**src/rtl/lruc_pkg.sv**
```systemverilog
// ============================================================================
// lruc_pkg: shared types and constants for the LRU key-value cache
// Entry count, field widths, request/result structs and register map.
// ============================================================================
package lruc_pkg;

    // Entry store geometry
    localparam int MAX_ENTRIES = 16;
    localparam int IDX_W       = $clog2(MAX_ENTRIES);
    localparam int RANK_W      = $clog2(MAX_ENTRIES);
    localparam int CNT_W       = $clog2(MAX_ENTRIES + 1);

    // Payload widths
    localparam int KEY_W  = 32;
    localparam int DATA_W = 32;
    localparam int CAP_W  = 5;

    // Configuration port
    localparam int APB_DATA_W = 32;
    localparam int PADDR_W    = 3;

    // Word address of the capacity register (paddr[2])
    localparam logic REG_ENTRIES_IN_USE = 1'b0;

    localparam logic [CAP_W-1:0] CAP_RESET = CAP_W'(16);

    // Value returned by a get that misses
    localparam logic [DATA_W-1:0] READ_MISS = {DATA_W{1'b1}};

    // Request codes
    localparam logic ACT_GET = 1'b0;
    localparam logic ACT_PUT = 1'b1;

    typedef struct packed {
        logic              action;
        logic [KEY_W-1:0]  key;
        logic [DATA_W-1:0] value;
    } req_t;

    typedef struct packed {
        logic              hit;
        logic [DATA_W-1:0] read_value;
    } res_t;

endpackage

```
**src/rtl/lruc_core.sv**
```systemverilog
// ============================================================================
// lruc_core: entry store with combinational lookup and registered update
// Holds keys, data, valid bits and recency ranks; matches all entries in
// parallel and commits the get/put update when the request advances.
// ============================================================================
module lruc_core (
    input  logic                      clk,
    input  logic                      rst_n,
    input  logic                      fire,
    input  lruc_pkg::req_t            req,
    input  logic [lruc_pkg::CAP_W-1:0] cap_raw,
    output lruc_pkg::res_t            res
);

    logic [lruc_pkg::MAX_ENTRIES-1:0] valid_reg;
    logic [lruc_pkg::MAX_ENTRIES-1:0] valid_next;
    logic [lruc_pkg::KEY_W-1:0]       key_reg   [lruc_pkg::MAX_ENTRIES];
    logic [lruc_pkg::KEY_W-1:0]       key_next  [lruc_pkg::MAX_ENTRIES];
    logic [lruc_pkg::DATA_W-1:0]      data_reg  [lruc_pkg::MAX_ENTRIES];
    logic [lruc_pkg::DATA_W-1:0]      data_next [lruc_pkg::MAX_ENTRIES];
    logic [lruc_pkg::RANK_W-1:0]      rank_reg  [lruc_pkg::MAX_ENTRIES];
    logic [lruc_pkg::RANK_W-1:0]      rank_next [lruc_pkg::MAX_ENTRIES];

    logic [lruc_pkg::MAX_ENTRIES-1:0] match;
    logic [lruc_pkg::MAX_ENTRIES-1:0] evict;
    logic [lruc_pkg::MAX_ENTRIES-1:0] kept;
    logic                             found;
    logic [lruc_pkg::IDX_W-1:0]       found_idx;
    logic [lruc_pkg::RANK_W-1:0]      found_rank;
    logic                             slot_ok;
    logic [lruc_pkg::IDX_W-1:0]       slot_idx;
    logic [lruc_pkg::CNT_W-1:0]       count;
    logic [lruc_pkg::CAP_W-1:0]       cap;
    logic                             full;

    // Clamp capacity into 1 .. MAX_ENTRIES
    always_comb
    begin
        cap = cap_raw;
        if (cap_raw == '0)
        begin
            cap = lruc_pkg::CAP_W'(1);
        end
        else if (cap_raw > lruc_pkg::CAP_W'(lruc_pkg::MAX_ENTRIES))
        begin
            cap = lruc_pkg::CAP_W'(lruc_pkg::MAX_ENTRIES);
        end
    end

    // Parallel match; highest matching entry wins
    always_comb
    begin
        found     = 1'b0;
        found_idx = '0;
        count     = '0;
        for (int i = 0; i < lruc_pkg::MAX_ENTRIES; i++)
        begin
            match[i] = valid_reg[i] && (key_reg[i] == req.key);
            if (match[i])
            begin
                found     = 1'b1;
                found_idx = lruc_pkg::IDX_W'(i);
            end
            count = count + lruc_pkg::CNT_W'(valid_reg[i]);
        end
        found_rank = rank_reg[found_idx];
    end

    // Eviction set and lowest free slot for an insert
    always_comb
    begin
        full     = (lruc_pkg::CAP_W'(count) >= cap);
        slot_ok  = 1'b0;
        slot_idx = '0;
        for (int i = 0; i < lruc_pkg::MAX_ENTRIES; i++)
        begin
            evict[i] = full && valid_reg[i] &&
                       (lruc_pkg::CAP_W'(rank_reg[i]) >= (cap - lruc_pkg::CAP_W'(1)));
            kept[i]  = valid_reg[i] && !evict[i];
        end
        for (int i = lruc_pkg::MAX_ENTRIES - 1; i >= 0; i--)
        begin
            if (!kept[i])
            begin
                slot_ok  = 1'b1;
                slot_idx = lruc_pkg::IDX_W'(i);
            end
        end
    end

    // Next state of the store
    always_comb
    begin
        valid_next = valid_reg;
        for (int i = 0; i < lruc_pkg::MAX_ENTRIES; i++)
        begin
            key_next[i]  = key_reg[i];
            data_next[i] = data_reg[i];
            rank_next[i] = rank_reg[i];
        end
        if (fire)
        begin
            if (found)
            begin
                // Promote: more recent entries age by one
                for (int i = 0; i < lruc_pkg::MAX_ENTRIES; i++)
                begin
                    if (valid_reg[i] && (rank_reg[i] < found_rank))
                    begin
                        rank_next[i] = rank_reg[i] + lruc_pkg::RANK_W'(1);
                    end
                end
                rank_next[found_idx] = '0;
                if (req.action == lruc_pkg::ACT_PUT)
                begin
                    data_next[found_idx] = req.value;
                end
            end
            else if (req.action == lruc_pkg::ACT_PUT)
            begin
                valid_next = kept;
                for (int i = 0; i < lruc_pkg::MAX_ENTRIES; i++)
                begin
                    if (kept[i])
                    begin
                        rank_next[i] = rank_reg[i] + lruc_pkg::RANK_W'(1);
                    end
                end
                if (slot_ok)
                begin
                    valid_next[slot_idx] = 1'b1;
                    key_next[slot_idx]   = req.key;
                    data_next[slot_idx]  = req.value;
                    rank_next[slot_idx]  = '0;
                end
            end
        end
    end

    always_comb
    begin
        res.hit = found;
        if (req.action == lruc_pkg::ACT_PUT)
        begin
            res.read_value = req.value;
        end
        else if (found)
        begin
            res.read_value = data_reg[found_idx];
        end
        else
        begin
            res.read_value = lruc_pkg::READ_MISS;
        end
    end

    always_ff @(posedge clk or negedge rst_n)
    begin
        if (!rst_n)
        begin
            valid_reg <= '0;
        end
        else
        begin
            valid_reg <= valid_next;
        end
    end

    always_ff @(posedge clk)
    begin
        for (int i = 0; i < lruc_pkg::MAX_ENTRIES; i++)
        begin
            key_reg[i]  <= key_next[i];
            data_reg[i] <= data_next[i];
            rank_reg[i] <= rank_next[i];
        end
    end

endmodule

```
**src/rtl/lru_key_value_cache_top.sv**
```systemverilog
// ============================================================================
// lru_key_value_cache_top: fully associative key-value cache, LRU replacement
// Get/put requests against a 16-entry store with a programmable capacity.
// ============================================================================
// A request (action, lookup_key, write_value) is captured in an input
// register; when it advances, all 16 entries are matched in parallel, the
// recency ranks and the store are updated, and the result (hit, read_value)
// is written to the output register, which raises out_valid. One request
// is accepted every cycle while the result channel drains: the parallel
// match and rank update in the core are combinational and set that rate,
// and the request behind sees the store as updated by the one ahead. A get
// that hits returns the stored value and makes the entry most recent; a get
// that misses returns all ones. A put returns write_value; on a present key
// it overwrites and promotes, on an absent key it inserts into the lowest
// free entry, first dropping the least recent entries once the occupancy
// has reached the capacity. Capacity lives at byte address 0
// (entries_in_use, 5 bits, reset 16); 0 acts as 1 and values above 16 act
// as 16. Write it only while no request is in flight.
module lru_key_value_cache_top (
    input  logic                             clk,
    input  logic                             rst_n,

    // Request channel
    input  logic                             in_valid,
    output logic                             in_stall,
    input  logic                             action,
    input  logic signed [lruc_pkg::KEY_W-1:0]  lookup_key,
    input  logic signed [lruc_pkg::DATA_W-1:0] write_value,

    // Result channel
    output logic                             out_valid,
    input  logic                             out_stall,
    output logic                             hit,
    output logic signed [lruc_pkg::DATA_W-1:0] read_value,

    // Configuration port
    input  logic                             psel,
    input  logic                             penable,
    input  logic                             pwrite,
    input  logic [lruc_pkg::PADDR_W-1:0]     paddr,
    input  logic [lruc_pkg::APB_DATA_W-1:0]  pwdata,
    output logic [lruc_pkg::APB_DATA_W-1:0]  prdata,
    output logic                             pready
);

    lruc_pkg::req_t                 req_reg;
    lruc_pkg::req_t                 req_next;
    logic                           req_valid_reg;
    logic                           req_valid_next;
    lruc_pkg::res_t                 res;
    logic                           out_valid_reg;
    logic                           out_valid_next;
    logic                           hit_reg;
    logic                           hit_next;
    logic [lruc_pkg::DATA_W-1:0]    read_value_reg;
    logic [lruc_pkg::DATA_W-1:0]    read_value_next;
    logic [lruc_pkg::CAP_W-1:0]     cap_reg;
    logic [lruc_pkg::CAP_W-1:0]     cap_next;

    logic                           out_free;
    logic                           advance;
    logic                           accept_in;
    logic                           cfg_write;

    // Advance the held request when the result register is empty or drains
    assign out_free  = !out_valid_reg || !out_stall;
    assign advance   = req_valid_reg && out_free;
    assign in_stall  = req_valid_reg && !out_free;
    assign accept_in = in_valid && !in_stall;

    always_comb
    begin
        req_valid_next = accept_in || (req_valid_reg && !advance);
        req_next       = req_reg;
        if (accept_in)
        begin
            req_next.action = action;
            req_next.key    = lookup_key;
            req_next.value  = write_value;
        end
    end

    // Match and update happen in the core as the request advances
    lruc_core u_core (
        .clk     (clk),
        .rst_n   (rst_n),
        .fire    (advance),
        .req     (req_reg),
        .cap_raw (cap_reg),
        .res     (res)
    );

    // Load the result register on advance; hold it while stalled
    always_comb
    begin
        out_valid_next  = advance || (out_valid_reg && out_stall);
        hit_next        = hit_reg;
        read_value_next = read_value_reg;
        if (advance)
        begin
            hit_next        = res.hit;
            read_value_next = res.read_value;
        end
    end

    assign out_valid  = out_valid_reg;
    assign hit        = hit_reg;
    assign read_value = read_value_reg;

    // Configuration: single capacity register, word-decoded on paddr[2]
    assign pready    = 1'b1;
    assign cfg_write = psel && penable && pwrite && pready;

    always_comb
    begin
        cap_next = cap_reg;
        if (cfg_write && (paddr[2] == lruc_pkg::REG_ENTRIES_IN_USE))
        begin
            cap_next = pwdata[lruc_pkg::CAP_W-1:0];
        end
    end

    always_comb
    begin
        prdata = '0;
        if (paddr[2] == lruc_pkg::REG_ENTRIES_IN_USE)
        begin
            prdata = lruc_pkg::APB_DATA_W'(cap_reg);
        end
    end

    always_ff @(posedge clk or negedge rst_n)
    begin
        if (!rst_n)
        begin
            req_valid_reg <= 1'b0;
            out_valid_reg <= 1'b0;
            cap_reg       <= lruc_pkg::CAP_RESET;
        end
        else
        begin
            req_valid_reg <= req_valid_next;
            out_valid_reg <= out_valid_next;
            cap_reg       <= cap_next;
        end
    end

    always_ff @(posedge clk)
    begin
        req_reg        <= req_next;
        hit_reg        <= hit_next;
        read_value_reg <= read_value_next;
    end

endmodule
```
**config.mk**
```make
export PLATFORM = sky130hd
export DESIGN_NAME = lru_key_value_cache_top
export DESIGN_NICKNAME = d
export VERILOG_FILES = /design/src/rtl/lruc_pkg.sv /design/src/rtl/lruc_core.sv /design/src/rtl/lru_key_value_cache_top.sv
export SDC_FILE = /design/constraint.sdc
export NUM_CORES = 2
export LEC_CHECK = 0
export BUFFER_PORTS_ARGS = -buffer_cell sky130_fd_sc_hd__clkbuf_2
export CORE_MARGIN = 5
export CORE_UTILIZATION = 25
export CTS_BUF_LIST = sky130_fd_sc_hd__clkbuf_8 sky130_fd_sc_hd__clkbuf_16
export CTS_CLUSTER_DIAMETER = 60
export DETAILED_ROUTE_END_ITERATION = 10
export PLACE_DENSITY = 0.38
export SYNTH_ARGS = -nofsm -noshare
export SYNTH_HDL_FRONTEND = slang
export SYNTH_HIERARCHICAL = 1
export SYNTH_SLANG_ARGS = --single-unit
```
**constraint.sdc**
```tcl
create_clock -name clk -period 13.85 [get_ports clk]
set_input_delay 2.77 -clock clk [delete_from_list [all_inputs] [get_ports clk]]
set_output_delay 2.77 -clock clk [all_outputs]
set_load 0.005 [all_outputs]
```
==> results.txt <==
Logic pwr share = 44.5%
Post-Layout Cell Count = 8,054
Seq/Total Area, Yosys = 61.8%
synth unique cells = 86
crit-path most repeated cell = fa_1
hold endpoint = out_valid
Worst Path Required = 14.28 ns
antenna violations before repair = 14
RSZ-0062 raised after global routing = no
IO Pins = 175
Power per Cell Area = 249 mW/mm²
initial DRC count = 3,010
sequential power share = 31.5%
commonest non-fill, non-tap cell in the layout = edfxtp_1
Area Overhead vs Synth = 16.9%
Clk pwr share = 24.0%
Setup Skew = 0.0478 ns
r2r worst-path depth = 22
Starting Density = 25.1%
critical-path cell list = inv_1, fa_1, fa_1, fa_1, fa_1, inv_1, ha_1, fa_1, ha_1, a21o_1, a21o_1, a21o_1, a21oi_1, o31ai_1, nor2_1, nand3_1, nor2_1, o211ai_1, a21oi_1, inv_2, nor2_4, buf_4
Mapped Area = 0.0586 mm²
most area-consuming cells after synthesis = edfxtp_1 (61%), xor2_1 (6.2%), nor2_1 (3.0%), ha_1 (3.0%), and2_1 (2.9%)
area leader, netlist = edfxtp_1
first-pass GRT wire length = 296,000 µm
post-CTS setup buffers = 0
main flop type after synthesis = edfxtp_1
NetSw = 7.18 mW
outcome = finished clean
Clk Latency, worst-skew pair = 0.81 ns
vias in the first global route = 38.6k
routability cong. = 0.814
Crit Path Max Fanout = 28
Crit-path slowest cell = a21oi_1
CTS clk-pin slew, worst paths = 0.05 ns
Min-Delay Path Depth = 1
filler cell count = 23.8k
DP HPWL = 130,000 µm
detailed-route via count = 38.6k
HP Class = flip-flop to flip-flop
Gate Count Post-Synth = 4,593
Internal Power = 9.84 mW
drt drc = 0
Num CTS Buffers = 159
Pleak = 24.8 nW
worst setup margin = 3.93 ns
synthesized area per cell = 12.8 µm²
final-stage net count = 5,048
PortBufs = 117
DR pass1 iterations = 6
Synth Register Bits = 1,209
Hold Buf Count CTS = 0
CP startpoint kind = flip-flop
CTS tree = yes
cell family with most CP delay = adder cells
Worst Hold Launch = req_valid_reg
CTS root buf = clkbuf_16
Peak VDD IR = 0.000320 V
Area after DPL = 0.0632 mm²
Rel. slew slack = 20.5%
Avg WL per Cell = 26.1 µm
Fin. Hold Viols = 0
chip width = 494 µm
Max-Cap Viols = 0
Total GRT Usage = 16.8%
clock sink count = 1,209
largest net degree at the start of global routing = 73
Via-to-Cell Ratio = 4.79
Core Region = 0.233 mm²
Yosys warning count = 6
Peak Freq = 101 MHz
sw frac = 42.2%
setup TNS = 0 ns
total wire length = 210,000 µm
design area = 0.0684 mm²
final setup vio count = 0
CP Class = flip-flop to flip-flop
placed instance count = 7,763
FF-to-FF End = u_core/data_reg[10][25]
Row Count = 177
Post-synth ARST share = 1.90%
r2r setup slk = 3.93 ns
dpl ws = 3.99 ns
Post-synth EDFFs = 1,186
Post-DRT Antenna Nets = 0
most frequent cells in the layout = edfxtp_1 (1,186), nor2_1 (435), xor2_1 (416)
Worst R2R Start = u_core/valid_reg[5]
height of the die = 494 µm
share of the synthesized area in the top cell type = 60.8%
worst-margin pin slew = 1.18 ns
max-slew violations = 0
Buf/Inv on CP = 4
total grt overflow = 0
share of layout cells above drive strength 1 = 12.6%
post-CTS sizing = 0
die area = 0.244 mm²
Longest Clk Path Bufs = 3
H-tree depth = 4
Final period util = 71.7%
critical path endpoint category = flip-flop
slowest cell delay on critical path = 0.87 ns
WP data arrival = 10.35 ns
post-layout minimum cycle time = 9.92 ns
power groups by stage:
stage	combinational, mW	sequential [mW]	clock [mW]
floorplan	4.58	5.33	0
global placement	7.54	5.43	0
detailed placement	7.52	5.44	0
CTS	7.57	5.36	4.21
global route	8.24	5.40	4.36
finish	7.57	5.36	4.09
cell families (layout without fill, tap and decap cells):
logic type      count (synthesis)  in the layout  share of synthesized area (%)
other cells                     2             36                         0.0128
mux                           114            114                           1.99
buf+inv                       372            667                           3.24
simple gates                 1557           1557                           13.7
flops                        1209           1209                           61.8
compound gates                682            682                           8.35
xor+xnor                      508            508                           7.60
fa+ha+maj                     149            149                           3.31
layer usage:
| metal | vias to the layer above | global-route usage [%] | part of all wire (%) | routed length, µm |
|---|---|---|---|---|
| li1 | 17500 | - | - | - |
| met1 | 19700 | 22.9 | 45 | 95200 |
| met2 | 1077 | 28.2 | 48 | 100000 |
| met3 | 274 | 2.16 | 4.6 | 9650 |
| met4 | 0 | 4.55 | 2.4 | 5130 |
| met5 | - | 0 | 0 | 0 |
worst max path at each step:
stage / startpoint / end / slack [ns] / cells after the start
floorplan: out_stall / u_core/data_reg[0][0] / 4.79 / 3
global placement: u_core/valid_reg[11] / u_core/data_reg[10][23] / 3.94 / 22
detailed placement: u_core/valid_reg[5] / u_core/data_reg[10][23] / 3.99 / 22
CTS: u_core/valid_reg[5] / u_core/data_reg[10][28] / 3.90 / 22
global route: u_core/valid_reg[11] / u_core/data_reg[10][28] / 3.39 / 22
finish: u_core/valid_reg[5] / u_core/data_reg[10][25] / 3.93 / 22
stage by stage:
step	power [mW]	utilization [%]	hold slack (ns)
floorplan	9.91	-	0.443
global placement	13.0	27.1	0.460
detailed placement	13.0	27.1	0.474
CTS	17.1	29.4	0.489
global route	18.0	29.4	0.518
finish	17.0	29.4	0.491
synth_stat cells, types with 17 or more instances:
master / number
a21o_1: 57
nor3_1: 79
o21ai_0: 93
nand4b_1: 17
mux2_2: 21
clkinv_1: 20
inv_1: 91
xor2_1: 417
o221ai_1: 24
xnor2_1: 91
or3_1: 17
nand4_1: 70
nor2b_1: 27
and2_1: 267
buf_6: 42
o22ai_1: 45
nor4_1: 195
ha_1: 139
clkbuf_1: 121
o21a_1: 23
mux2i_1: 93
buf_1: 20
nand2_1: 216
a21oi_1: 140
buf_2: 32
a221oi_1: 106
nor2_1: 465
dfrtp_1: 22
edfxtp_1: 1186
nand2b_1: 52
buf_4: 39
nand3_1: 82
a221o_1: 26
a22o_1: 20
cell type report:
cell class | instances | area, µm² | area share (%)
Antenna cell | 8 | 20.0 | 0.0293
Clock buffer | 162 | 4050 | 5.92
Clock inverter | 121 | 1120 | 1.64
Inverter | 118 | 443 | 0.647
Multi-Input combinational cell | 3038 | 21000 | 30.6
Sequential cell | 1209 | 36200 | 52.9
Tap cell | 3132 | 3920 | 5.73
Timing Repair Buffer | 266 | 1720 | 2.51
No activity file was read; power rests on OpenSTA's default activity.
